<file path="config.mk">
export PLATFORM = sky130hd
export DESIGN_NAME = register_write_frame_builder
export DESIGN_NICKNAME = d
export VERILOG_FILES = /design/src/hw/rtl/rwfb_pkg.sv /design/src/hw/rtl/rwfb_crc_unit.sv /design/src/hw/rtl/register_write_frame_builder.sv
export SDC_FILE = /design/constraint.sdc
export NUM_CORES = 1
export LEC_CHECK = 0
export ABC_AREA = 1
export ABC_CLOCK_PERIOD_IN_PS = 10400
export BUFFER_PORTS_ARGS = -buffer_cell sky130_fd_sc_hd__buf_2
export CELL_PAD_IN_SITES_DETAIL_PLACEMENT = 2
export CELL_PAD_IN_SITES_GLOBAL_PLACEMENT = 2
export CORE_MARGIN = 5
export CORE_UTILIZATION = 37
export DETAILED_ROUTE_END_ITERATION = 10
export HOLD_SLACK_MARGIN = 0.1
export PLACE_DENSITY = 0.93
export SLEW_MARGIN = 0
export SYNTH_ARGS = -nofsm -noshare
export SYNTH_HDL_FRONTEND = slang
export SYNTH_SLANG_ARGS = --single-unit
</file>
<file path="constraint.sdc">
create_clock -name clock -period 10.4 [get_ports clock]
set_clock_uncertainty 0.1 [all_clocks]
set_input_delay 2.08 -clock clock [delete_from_list [all_inputs] [get_ports clock]]
set_output_delay 2.08 -clock clock [all_outputs]
set_load 0.05 [all_outputs]
</file>
<file path="src/hw/rtl/rwfb_pkg.sv">
// shared types and constants for the register write frame builder
package rwfb_pkg;

   typedef logic [15:0] crc_type;
   typedef logic [7:0]  byte_type;

   // control from the frame sequencer to the crc unit
   typedef struct packed {
      logic     clear;
      logic     update;
      byte_type data;
   } crc_ctrl_type;

   localparam crc_type  CRC_POLY_REFLECTED = 16'hA001;
   localparam byte_type HDR_BASE           = 8'h80;
   localparam byte_type HDR_WIDE_FLAG      = 8'h08;

endpackage

</file>
<file path="src/hw/rtl/rwfb_crc_unit.sv">
// crc-16/arc accumulator, one byte folded in per cycle while update is set
module rwfb_crc_unit
   import rwfb_pkg::*;
(
   input  logic         clock,
   input  logic         reset,
   input  crc_ctrl_type ctrl,
   output crc_type      crc
);

   crc_type crc_ff;
   crc_type crc_in;
   crc_type fold;

   // bitwise reflected division over one byte
   always_comb begin
      fold = crc_ff ^ {8'h00, ctrl.data};
      for (int k = 0; k < 8; k++) begin
         if (fold[0]) begin
            fold = (fold >> 1) ^ CRC_POLY_REFLECTED;
         end else begin
            fold = fold >> 1;
         end
      end
   end

   // next value select
   always_comb begin
      crc_in = crc_ff;
      if (ctrl.clear) begin
         crc_in = '0;
      end else if (ctrl.update) begin
         crc_in = fold;
      end
   end

   always_ff @(posedge clock) begin
      if (reset) begin
         crc_ff <= '0;
      end else begin
         crc_ff <= crc_in;
      end
   end

   assign crc = crc_ff;

endmodule

</file>
<file path="src/hw/rtl/register_write_frame_builder.sv">
// top level: request latch, frame sequencer and output register
// A request is taken when the block is idle and leaves as its command frame, one byte per
// rsp beat: header, board id (kinds 0 to 3), one or two address bytes, byte_count data
// bytes most significant first, then the crc-16/arc low byte and high byte. A frame of
// L bytes (5 to 14) keeps the block busy until its last byte is emitted; while rsp does
// not stall, the sequencer walks the frame one byte a cycle and the crc unit folds in
// one byte a cycle. A byte_count of 0, 7, above 8 or above MAX_DATA_BYTES gives a single
// rejected beat with frame_byte 0 and last_byte set. A stall on rsp holds the sequencer.
module register_write_frame_builder
   import rwfb_pkg::*;
#(
   parameter int MAX_DATA_BYTES = 8
)
(
   input  logic        clock,
   input  logic        reset,
   input  logic        req_valid,
   output logic        req_stall,
   input  logic [7:0]  req_board_id,
   input  logic [15:0] req_reg_address,
   input  logic [63:0] req_write_data,
   input  logic [3:0]  req_byte_count,
   input  logic [2:0]  req_write_kind,
   output logic        rsp_valid,
   input  logic        rsp_stall,
   output logic [7:0]  rsp_frame_byte,
   output logic        rsp_last_byte,
   output logic        rsp_rejected
);

   // sequencer phases
   localparam logic [2:0] PH_HDR  = 3'd0;
   localparam logic [2:0] PH_ID   = 3'd1;
   localparam logic [2:0] PH_AHI  = 3'd2;
   localparam logic [2:0] PH_ALO  = 3'd3;
   localparam logic [2:0] PH_DATA = 3'd4;
   localparam logic [2:0] PH_CLO  = 3'd5;
   localparam logic [2:0] PH_CHI  = 3'd6;
   localparam logic [2:0] PH_REJ  = 3'd7;

   logic        busy_ff, busy_in;
   logic [2:0]  phase_ff, phase_in;
   logic [2:0]  dcnt_ff, dcnt_in;
   logic        out_valid_ff, out_valid_in;
   byte_type    out_byte_ff, out_byte_in;
   logic        out_last_ff, out_last_in;
   logic        out_rej_ff, out_rej_in;

   byte_type    header_ff;
   byte_type    id_ff;
   logic [15:0] addr_ff;
   logic [63:0] data_ff;
   logic [3:0]  count_ff;
   logic        has_id_ff;
   logic        wide_ff;

   logic         req_fire;
   logic         count_ok;
   logic         wide;
   logic         slot_free;
   logic         emit;
   crc_type      crc;
   crc_ctrl_type crc_ctrl;

   assign req_stall = busy_ff;
   assign req_fire  = req_valid && !busy_ff;
   assign wide      = (req_reg_address > 16'd255);

   // count check
   always_comb begin
      count_ok = (req_byte_count inside {[4'd1:4'd6], 4'd8}) &&
                 (req_byte_count <= 4'(MAX_DATA_BYTES));
   end

   assign slot_free = !out_valid_ff || !rsp_stall;
   assign emit      = busy_ff && slot_free;

   // request latch
   always_ff @(posedge clock) begin
      if (req_fire && count_ok) begin
         header_ff <= HDR_BASE | (wide ? HDR_WIDE_FLAG : 8'h00) |
                      {1'b0, req_write_kind, 4'h0} | {4'h0, req_byte_count};
         id_ff     <= req_board_id;
         addr_ff   <= req_reg_address;
         data_ff   <= req_write_data;
         count_ff  <= req_byte_count;
         has_id_ff <= (req_write_kind <= 3'd3);
         wide_ff   <= wide;
      end
   end

   // frame sequencer
   always_comb begin
      busy_in      = busy_ff;
      phase_in     = phase_ff;
      dcnt_in      = dcnt_ff;
      out_valid_in = out_valid_ff && rsp_stall;
      out_byte_in  = out_byte_ff;
      out_last_in  = out_last_ff;
      out_rej_in   = out_rej_ff;
      crc_ctrl     = '{clear: 1'b0, update: 1'b0, data: 8'h00};

      if (req_fire) begin
         busy_in       = 1'b1;
         phase_in      = count_ok ? PH_HDR : PH_REJ;
         crc_ctrl.clear = 1'b1;
      end

      if (emit) begin
         out_valid_in = 1'b1;
         out_last_in  = 1'b0;
         out_rej_in   = 1'b0;
         case (phase_ff)
            PH_HDR: begin
               out_byte_in = header_ff;
               phase_in    = has_id_ff ? PH_ID : (wide_ff ? PH_AHI : PH_ALO);
            end
            PH_ID: begin
               out_byte_in = id_ff;
               phase_in    = wide_ff ? PH_AHI : PH_ALO;
            end
            PH_AHI: begin
               out_byte_in = addr_ff[15:8];
               phase_in    = PH_ALO;
            end
            PH_ALO: begin
               out_byte_in = addr_ff[7:0];
               phase_in    = PH_DATA;
               dcnt_in     = 3'(count_ff - 4'd1);
            end
            PH_DATA: begin
               out_byte_in = data_ff[{dcnt_ff, 3'b000} +: 8];
               if (dcnt_ff == 3'd0) begin
                  phase_in = PH_CLO;
               end else begin
                  dcnt_in = dcnt_ff - 3'd1;
               end
            end
            PH_CLO: begin
               out_byte_in = crc[7:0];
               phase_in    = PH_CHI;
            end
            PH_CHI: begin
               out_byte_in = crc[15:8];
               out_last_in = 1'b1;
               busy_in     = 1'b0;
            end
            PH_REJ: begin
               out_byte_in = 8'h00;
               out_last_in = 1'b1;
               out_rej_in  = 1'b1;
               busy_in     = 1'b0;
            end
            default: begin
               busy_in = 1'b0;
            end
         endcase
         // header, id, address and data bytes feed the crc
         crc_ctrl.update = (phase_ff <= PH_DATA);
         crc_ctrl.data   = out_byte_in;
      end
   end

   always_ff @(posedge clock) begin
      if (reset) begin
         busy_ff      <= 1'b0;
         phase_ff     <= PH_HDR;
         dcnt_ff      <= '0;
         out_valid_ff <= 1'b0;
      end else begin
         busy_ff      <= busy_in;
         phase_ff     <= phase_in;
         dcnt_ff      <= dcnt_in;
         out_valid_ff <= out_valid_in;
      end
   end

   // output payload register
   always_ff @(posedge clock) begin
      out_byte_ff <= out_byte_in;
      out_last_ff <= out_last_in;
      out_rej_ff  <= out_rej_in;
   end

   rwfb_crc_unit u_crc (
      .clock (clock),
      .reset (reset),
      .ctrl  (crc_ctrl),
      .crc   (crc)
   );

   assign rsp_valid      = out_valid_ff;
   assign rsp_frame_byte = out_byte_ff;
   assign rsp_last_byte  = out_last_ff;
   assign rsp_rejected   = out_rej_ff;

`ifndef SYNTHESIS
   a_rej_is_last: assert property (@(posedge clock) disable iff (reset)
      out_valid_ff && out_rej_ff |-> out_last_ff && (out_byte_ff == 8'h00))
      else $error("rejected beat without last or with nonzero byte");

   a_fire_busy: assert property (@(posedge clock) disable iff (reset)
      req_fire |=> busy_ff)
      else $error("request taken but sequencer not busy");

   a_load_only_busy: assert property (@(posedge clock) disable iff (reset)
      !out_valid_ff ##1 out_valid_ff |-> $past(busy_ff))
      else $error("result beat appeared while idle");

   a_idle_after_last: assert property (@(posedge clock) disable iff (reset)
      $fell(busy_ff) |-> out_valid_ff && out_last_ff)
      else $error("sequencer finished without a last beat");
`endif

endmodule
</file>
==> impl_results.md, run 1 <==
* Worst slew pin tran at 1260 ps
* Die X at 137 um
* Required @ worst endpoint at 10660 ps
* Compound-Gate Fraction of Synth Area at 8.27%
* Sink Count at 131
* Final antenna-violating net count at 0
* Clock transition at the registers of the reported paths at 60 ps
* Routed wire per std cell at 24.2 um
* Fmax at 0.227 GHz
* Slew Limit Fails at 0
* # IOs at 111
* Detailed Place HPWL at 15.0 mm
* Cell count after synthesis at 623
* DRT Pass-1 Iters at 5
* RSZ-0062 raised after global routing: false
* Layout Nets at 835
* Setup repair bufs after CTS at 0
* Maximum fanout along the worst path at 33
* CTS tree: built
* GP Congestion at 0.812
* CTS buffer count at 17
* Tightest Hold Check Type: flip-flop to flip-flop
* Grt ovf at 0
* Setup TNS at 0 ps
* Via density at 5.42
* Seq/Total Area, Yosys at 62.0%
* Crit path capture type: flip-flop
* Initial Util at 37.7%
* Area delta synth->final at 22.4%
* Flop pwr share at 41.0%
* Crit path kind: input port to flip-flop
* Adder-cell area share of the yosys netlist at 0.210%
* Vias in the first global route at 6036
* Die area at 18800 um^2
* Worst skew pair latency at 430 ps
* Iteration-0 DRC Markers at 310
* Layout cell share with drive strength beyond 1 at 22.9%
* Largest family of logic cells by synthesized area: simple AND/OR/NAND/NOR gates
* Htree depth at 4
* Die H at 137 um
* Leak at 3.10 nW
* Hold Fails Final Rpt at 0
* Switch share at 32.1%
* FP Rows at 46
* Max Cap Viol at 0
* PortBufs at 110
* Worst vdd ir at 0.000111 V
* Synthesized flop and latch total at 131
* Combinational share of power at 19.6%
* P_int at 1.07 mW
* Setup WS pre-CTS at 5680 ps
* Clk Tree Root Cell: clkbuf_16
* Total GRT Usage at 25.9%
* Post-CTS sizing at 0
* Syn_area_per_cell at 9.57 um^2
* Worst Setup Start Kind: input port
* # hold bufs at CTS at 0
* Largest net degree at the start of global routing at 94
* Ant diodes at 0
* Setup violators final at 0
* Initial antenna violation count at 0
* Total number of vias at 5224
* Setup ws final at 5990 ps
* Xor/xnor cell area share of the yosys netlist at 0.294%
* Cell variety after synth at 39
* First-pass GRT wire length at 35.6 mm
* PwrDens at 216 nW/um^2
* Synthesis warning total at 0
* Clock power frac at 39.5%
* Final min period at 4410 ps
* Fin crit share at 42.4%
* Rel. slew slack at 15.8%
* DRC viols at 0
* Final WL at 23.3 mm
* Status: finished, final reports clean
* Max clock buf depth at 2
* Synthesized area at 5960 um^2
* Post-synthesis simple-gate area fraction at 22.9%
* Arrival time at the worst endpoint at 4670 ps
* CORE AREA at 15800 um^2
* Multiplexer share of the synthesized area at 0%
* Switching power at 506 uW
* Post-Syn Nets at 723
-- sequential cells by signal, summed over array words and instances (netlist names), 3 cells and up --
signal and cells:
addr_ff 16, data_ff 64, dcnt_ff 3, header_ff 5, id_ff 8, phase_ff 3
rsp_frame_byte 8, u_crc.crc 16
-- layer usage --
| metal | up-vias | part of all wire (%) | global-route usage [%] |
|---|---|---|---|
| li1 | 2328 | - | - |
| met1 | 2607 | 38 | 28.7 |
| met2 | 216 | 52 | 45.9 |
| met3 | 73 | 5.0 | 5.11 |
| met4 | 0 | 5.1 | 15.4 |
| met5 | - | 0 | 0 |
-- metrics by stage --
stage	hold WS, ps	cell area, um^2	util (%)	total power [mW]	instances
2_1_floorplan	355	5960	-	0.836	623
3_3_place_gp	376	6710	42.4	0.911	932
3_5_place_dp	409	6710	42.4	0.941	932
4_1_cts	435	7300	46.1	1.58	964
5_1_grt	466	7300	46.1	1.63	964
6_report	448	7300	46.1	1.58	964
-- cell usage after synthesis, drive strengths merged --
master  instances  area, um^2
nand2         182         701
edfxtp        107        3210
inv            73         274
nor2           55         244
o21ai          46         230
nand3          36         180
a21oi          25         129
dfxtp          24         480
nand4          20         138
buf            14        83.8
clkbuf          6        23.8
o211ai          5        37.5
o221ai          4        35.0
or2             4        25.0
a21boi          3        22.5
and2            3        18.8
nor3            3        25.0
nor4            3        18.8
xor2            2        17.5
a221oi          1        8.76
a31oi           1        6.26
ha              1        12.5
nand3b          1        7.51
o21a            1        7.51
o311ai          1        8.76
o31ai           1        7.51
or3             1        6.26
-- worst paths after layout --
check	from	endpoint	slack (ps)	depth (start not counted)
worst max register to register	dcnt_ff[1]	u_crc.crc[0]	6740	20
worst min-delay path	rsp_valid	rsp_valid	450	2
worst min register to register	rsp_valid	rsp_valid	450	2
worst max-delay path	rsp_stall	u_crc.crc[0]	5990	16
-- layout make-up --
type,count,area (um^2)
Clock inverter,14,163
Timing Repair Buffer,113,573
Clock buffer,18,429
Multi-Input combinational cell,399,1890
Tap cell,216,270
Sequential cell,131,3690
Fill cell,1678,8530
Inverter,73,274
-- critical path, stage by stage --
cell and delay, ps:
buf_2 100, nand2_1 80, nand2_1 90, inv_1 820, nand3_1 280, nand2_1 160, nand2_1 120, nand2_1 100
nand2_1 80, nand2_1 120, nand3_1 140, nand2_1 130, nand2_1 90, nand3_1 90, nand2_1 60, nor2_1 110
-- logic make-up after synthesis --
kind of cell	after synthesis
flops	131
buf+inv	93
simple gates	308
compound gates	88
fa+ha+maj	1
xor+xnor	2
-- power groups by stage --
stage / sequential [mW] / clock (mW) / combinational [mW]
2_1_floorplan: 0.664 / 0 / 0.172
3_3_place_gp: 0.650 / 0 / 0.261
3_5_place_dp: 0.654 / 0 / 0.287
4_1_cts: 0.645 / 0.627 / 0.305
5_1_grt: 0.649 / 0.651 / 0.335
6_report: 0.646 / 0.622 / 0.308
-- placed cells by master (no fill, tap or decap), types with 2 or more instances in the layout --
master,count
o211ai_1,5
xor2_1,2
nor4_1,3
clkinv_1,3
a21oi_1,24
clkbuf_16,17
buf_2,110
nand3_1,36
inv_1,65
nor2_1,47
a21boi_0,3
inv_2,8
dfxtp_1,24
nand4_2,2
edfxtp_1,107
nor2_4,5
and2_1,3
nand2_1,177
nor3_2,2
o21ai_0,43
clkinvlp_4,4
or2_2,4
clkinv_4,2
nand2_2,4
buf_4,3
o221ai_1,4
nor2_2,3
nand4_1,18
o21ai_1,3
bufinv_16,3
Note: power is estimated with default switching activity, not from simulation.
==> inputs of run 2 (changes only) <==
ABC_CLOCK_PERIOD_IN_PS = 4200   (was 10400)
CORE_UTILIZATION = 34   (was 37)
PLACE_DENSITY = 0.87   (was 0.93)
clock period = 4.2 ns   (was 10.4 ns; I/O delays follow)
==> run 2 against run 1 <==
- flip-flop and latch count unchanged
- sequential share of layout area decreased by 0.72 points
- utilization decreased by 3.2 points
- combinational power up 150%
==> impl_results.md, run 2 (synthesis gave the netlist of run 1 again) <==
* Total number of vias at 5076 (-2.8%)
* Grt ovf at 0 (unchanged)
* Most flops, register: data_ff
* RSZ-0062 raised after global routing: false
* PwrDens at 547 nW/um^2 (+150%)
* Switch share at 30.0% (-2.0 points)
* Iteration-0 DRC Markers at 279 (-10%)
* GP Congestion at 0.850 (+4.7%)
* Worst slew pin tran at 964 ps (-299 ps)
* Fin cells at 976 (+1.2%)
* Die area at 20300 um^2 (+8.2%)
* Worst vdd ir at 0.000312 V (+180%)
* Via density at 5.20 (-4.0%)
* Area delta synth->final at 24.2%
* Die X at 142 um (+4.0%)
* Combinational share of power at 18.9% (-0.7 points)
* Setup TNS at 0 ps (unchanged)
* Slew Limit Fails at 0 (unchanged)
* Clock transition at the registers of the reported paths at 60 ps (about the same)
* Final min period at 3550 ps
* Clk Tree Root Cell: clkbuf_16
* Fin crit share at 84.5%
* Vias in the first global route at 5829 (-3.4%)
* Required @ worst endpoint at 4420 ps (-6240 ps)
* Htree depth at 4 (unchanged)
* Crit path kind: flip-flop to flip-flop
* Detailed Place HPWL at 14.9 mm (-1.1%)
* Layout Nets at 838 (+0.36%)
* Ant diodes at 0 (unchanged)
* Leak at 3.16 nW (+1.7%)
* Initial antenna violation count at 0 (unchanged)
* Final antenna-violating net count at 0 (unchanged)
* Most frequent cells in the layout: nand2_1 (177), buf_2 (110), edfxtp_1 (107), inv_1 (65), nor2_1 (47)
* FP Rows at 48 (+4.3%)
* Area after DPL at 6740 um^2 (+0.50%)
* Max reg flops at 64 (unchanged)
* Switching power at 1.22 mW (+140%)
* Final WL at 21.7 mm (-7.1%)
* Die H at 142 um (+4.0%)
* Setup repair bufs after CTS at 0 (unchanged)
* Sink Count at 131 (unchanged)
* First-pass GRT wire length at 33.4 mm (-6.2%)
* PortBufs at 110 (unchanged)
* Commonest non-fill, non-tap cell in the layout: nand2_1
* Clock power frac at 41.9% (+2.4 points)
* CTS buffer count at 17 (unchanged)
* Fmax at 0.282 GHz
* # IOs at 111 (unchanged)
* Hold Fails Final Rpt at 0 (unchanged)
* Largest net degree at the start of global routing at 74 (-21%)
* Maximum fanout along the worst path at 21 (-36%)
* Status: finished, final reports clean
* Rel. slew slack at 35.7% (+20 points)
* Initial Util at 34.6% (-3.1 points)
* CORE AREA at 17200 um^2 (+8.9%)
* Routed wire per std cell at 22.2 um (-8.2%)
* Max Cap Viol at 0 (unchanged)
* # hold bufs at CTS at 0 (unchanged)
* Arrival time at the worst endpoint at 3770 ps (-900 ps)
* Flop pwr share at 39.3% (-1.7 points)
* Max clock buf depth at 2 (unchanged)
* Dpl cells at 944 (+1.3%)
* DRC viols at 0 (unchanged)
* Worst hold margin at 421 ps (-27.6 ps)
* Tightest Hold Check Type: flip-flop to flip-flop
* P_int at 2.83 mW (+160%)
* CTS tree: built
* Worst skew pair latency at 430 ps (about the same)
* Worst Setup Start Kind: flip-flop
* Setup violators final at 0 (unchanged)
* Post-CTS sizing at 0 (unchanged)
* Fin area at 7400 um^2 (+1.4%)
* Total GRT Usage at 22.2% (-3.7 points)
* DRT Pass-1 Iters at 4 (-1)
* Layout cell share with drive strength beyond 1 at 23.4% (+0.57 points)
* Crit path capture type: flip-flop
-- run 2: cell count changes in the layout (fill, tap and decap cells not counted), sizes merged --
cell / previous run / this run
buf: 113 / 116
bufinv: 3 / 6
clkbuf: 18 / 17
clkinvlp: 4 / 3
inv: 74 / 73
-- run 2: area by class of cell --
cell class	instances	area, um^2
fill	1821	9830
sequential	131	3690
multi-input combinational	399	1890
timing repair buffer	116	596
clock buffer	17	425
tap	225	282
inverter	73	274
clock inverter	15	238
-- run 2: power by group through the flow --
| stage | clock [mW] | combinational, mW | sequential (mW) |
|---|---|---|---|
| 6_report | 1.69 | 0.764 | 1.59 |
| 5_1_grt | 1.78 | 0.832 | 1.60 |
| 4_1_cts | 1.72 | 0.759 | 1.59 |
| 3_5_place_dp | 0 | 0.722 | 1.61 |
| 3_3_place_gp | 0 | 0.667 | 1.61 |
| 2_1_floorplan | 0 | 0.427 | 1.64 |
-- run 2: path summary, 6_finish.rpt --
path                startpoint           end  slack, ps  cells after the start
setup / recovery    dcnt_ff[1]  u_crc.crc[0]        650                     18
hold reg to reg   u_crc.crc[2]  u_crc.crc[2]        420                      2
hold / removal    u_crc.crc[2]  u_crc.crc[2]        420                      2
setup reg to reg    dcnt_ff[1]  u_crc.crc[0]        650                     18
-- run 2: per-stage QoR --
stage	setup slack, ps	util, %	power, mW
6_report	653	42.9	4.05
5_1_grt	436	42.9	4.21
4_1_cts	702	42.9	4.07
3_5_place_dp	956	39.1	2.34
3_3_place_gp	1270	39.1	2.27
2_1_floorplan	708	-	2.07
-- run 2: routing by layer --
metal  part of all wire, %  global-route usage, %
met3                   4.3                   4.70
met4                   5.3                   14.0
met1                    38                   23.8
met5                     0                      0
met2                    52                   39.6
-- run 2: critical path, cell delays in order (launching register included) --
cell and delay, ps:
dfxtp_1 510, inv_1 620, o21ai_1 230, o21ai_0 410
nand2_1 150, nand3_1 180, nand3_1 120, nand2_1 90
nand2_2 90, inv_2 80, nand2_1 50, nand2_1 80
nand2_1 90, nand2_1 100, nand2_1 110, nand2_1 100
nand2_1 90, a21oi_1 140, nor2_1 60
==> inputs of run 3 (changes only) <==
ABC_CLOCK_PERIOD_IN_PS = 2900   (was 4200)
CORE_UTILIZATION = 31   (was 34)
PLACE_DENSITY = 0.84   (was 0.87)
clock period = 2.9 ns   (was 4.2 ns; I/O delays follow)
==> run 3 against run 2 <==
- clock power rose by 34%
- count of clock-buffer cells in the layout up 5
- maximum frequency rose by 29%
- first-iteration DRC count is 8.2% lower
- global-route usage shrank 3.1 points
==> impl_results.md, run 3 (synthesis gave the netlist of run 1 again) <==
* Fmax at 0.363 GHz (+29%)
* Arrival time at the worst endpoint at 2970 ps (-800 ps)
* Max Cap Viol at 0 (unchanged)
* Routed wire per std cell at 20.5 um (-7.9%)
* Maximum fanout along the worst path at 8 (-62%)
* Slew Limit Fails at 0 (unchanged)
* Vias in the first global route at 5851 (+0.38%)
* Area after DPL at 6850 um^2 (+1.6%)
* Status: finished, final reports clean
* # IOs at 111 (unchanged)
* Detailed Place HPWL at 14.8 mm (-0.69%)
* Final min period at 2750 ps (-794 ps)
* Rel. slew slack at 61.9% (+26 points)
* Most flops, register: data_ff
* Most frequent cells in the layout: nand2_1 (176), buf_2 (110), edfxtp_1 (107), inv_1 (63), nor2_1 (46)
* Worst slew pin tran at 571 ps (-393 ps)
* Leak at 3.20 nW (+1.4%)
* Via density at 5.00 (-3.9%)
* Layout Nets at 846 (+0.95%)
* Required @ worst endpoint at 3120 ps (-1300 ps)
* Worst vdd ir at 0.000435 V (+40%)
* Initial antenna violation count at 0 (unchanged)
* Sink Count at 131 (unchanged)
* Htree depth at 4 (unchanged)
* DRT Pass-1 Iters at 5 (+1)
* PortBufs at 110 (unchanged)
* Fin crit share at 94.9% (+10 points)
* Max reg flops at 64 (unchanged)
* Hold Fails Final Rpt at 0 (unchanged)
* Setup violators final at 0 (unchanged)
* Crit path capture type: flip-flop
* Hold depth at 1 (-1)
* Ant diodes at 0 (unchanged)
* Initial Util at 31.7% (-2.9 points)
* Area delta synth->final at 26.4%
* Setup ws final at 147 ps (-506 ps)
* Clock transition at the registers of the reported paths at 60 ps (about the same)
* Iteration-0 DRC Markers at 256 (-8.2%)
* Die area at 22100 um^2 (+9.0%)
* CTS buffer count at 17 (unchanged)
* Final antenna-violating net count at 0 (unchanged)
* First-pass GRT wire length at 32.2 mm (-3.5%)
* FP Rows at 50 (+4.2%)
* Largest net degree at the start of global routing at 99 (+34%)
* Setup TNS at 0 ps (unchanged)
* Clk Tree Root Cell: clkbuf_16
* CTS tree: built
* Worst skew pair latency at 430 ps (about the same)
* Grt ovf at 0 (unchanged)
* Max clock buf depth at 2 (unchanged)
* Commonest non-fill, non-tap cell in the layout: nand2_1
* PwrDens at 752 nW/um^2 (+37%)
* Worst reg-to-reg path cell count at 20 (+2)
* DRC viols at 0 (unchanged)
* Fin area at 7540 um^2 (+1.8%)
* Setup WS pre-CTS at 39.9 ps (-916 ps)
* Worst Setup Start Kind: flip-flop
* Total GRT Usage at 19.2% (-3.1 points)
* # hold bufs at CTS at 0 (unchanged)
* Die H at 149 um (+4.4%)
* Final WL at 20.9 mm (-3.8%)
* Final Util at 40.0% (-2.9 points)
* Total Power at 5.67 mW (+40%)
* GP Congestion at 0.888 (+4.5%)
* Crit path kind: flip-flop to flip-flop
* Die X at 149 um (+4.4%)
* Tightest Hold Check Type: input port to flip-flop
* CORE AREA at 18800 um^2 (+9.2%)
* Layout cell share with drive strength beyond 1 at 25.3% (+1.9 points)
* Total number of vias at 5094 (+0.35%)
==> run 3: cell count changes in the layout (fill, tap and decap cells not counted), moves of 3 or more <==
cell       previous run  this run
inv_6                 0         4
bufinv_16             6         3
clkbuf_1              0         3
buf_4                 6         9
buf_12                0         3
o21ai_1               3         6
dfxtp_1              24        20
o21ai_0              43        40
==> run 3: critical path: stages (launching register included) <==
cell and delay (ps):
dfxtp_4 420, buf_4 190, nand3_1 170, inv_4 170, nand2_1 70, nand2_1 70
nor2_1 50, nand4_2 120, nand3_1 150, nand2_1 100, nand2_1 110, nand2_1 100
nand2_1 90, nand2_1 100, nand2_1 70, nand2_1 110, nand2_1 110, nand2_1 150
nand3_1 90, nand2_1 60, nor2_1 40
==> run 3: power breakdown <==
part	internal, mW	total, mW	switching, mW
Clock	1.41	2.26	0.854
Sequential	2.20	2.29	0.0952
Combinational	0.328	1.11	0.783
Total	3.93	5.67	1.73
==> run 3: worst paths after layout <==
kind,slack [ps],from,end
min reg2reg,400,rsp_valid,rsp_valid
max reg2reg,150,phase_ff[1],u_crc.crc[0]
min,220,req_write_data[23],data_ff[23]
max,150,phase_ff[1],u_crc.crc[0]
==> run 3: layout make-up <==
| type | count | area, um^2 |
|---|---|---|
| Fill cell | 2029 | 11300 |
| Sequential cell | 131 | 3700 |
| Multi-Input combinational cell | 399 | 1900 |
| Timing Repair Buffer | 124 | 714 |
| Clock buffer | 22 | 464 |
| Tap cell | 260 | 325 |
| Inverter | 73 | 279 |
| Clock inverter | 10 | 146 |
==> run 3: timing repair <==
action | CTS | global route
gates resized for setup | 3 | 18
pin swaps | 0 | 3
setup endpoints to repair | 3 | 3
cloned | 0 | 1
buffers inserted | 0 | 2
==> run 3: metrics by stage <==
step	instances	hold WS, ps
3_5_place_dp	984	399
2_1_floorplan	623	355
3_3_place_gp	984	371
4_1_cts	1016	207
5_1_grt	1019	198
6_report	1019	220
==> run 3: metal layers <==
| layer | part of all wire [%] | wire length [um] | up-vias | global-route usage, % |
|---|---|---|---|---|
| met5 | 0 | 0 | - | 0 |
| met4 | 3.5 | 735 | 0 | 9.42 |
| met3 | 4.8 | 998 | 47 | 4.45 |
| met2 | 53 | 11000 | 157 | 34.1 |
| met1 | 39 | 8130 | 2541 | 21.5 |
| li1 | - | - | 2349 | - |
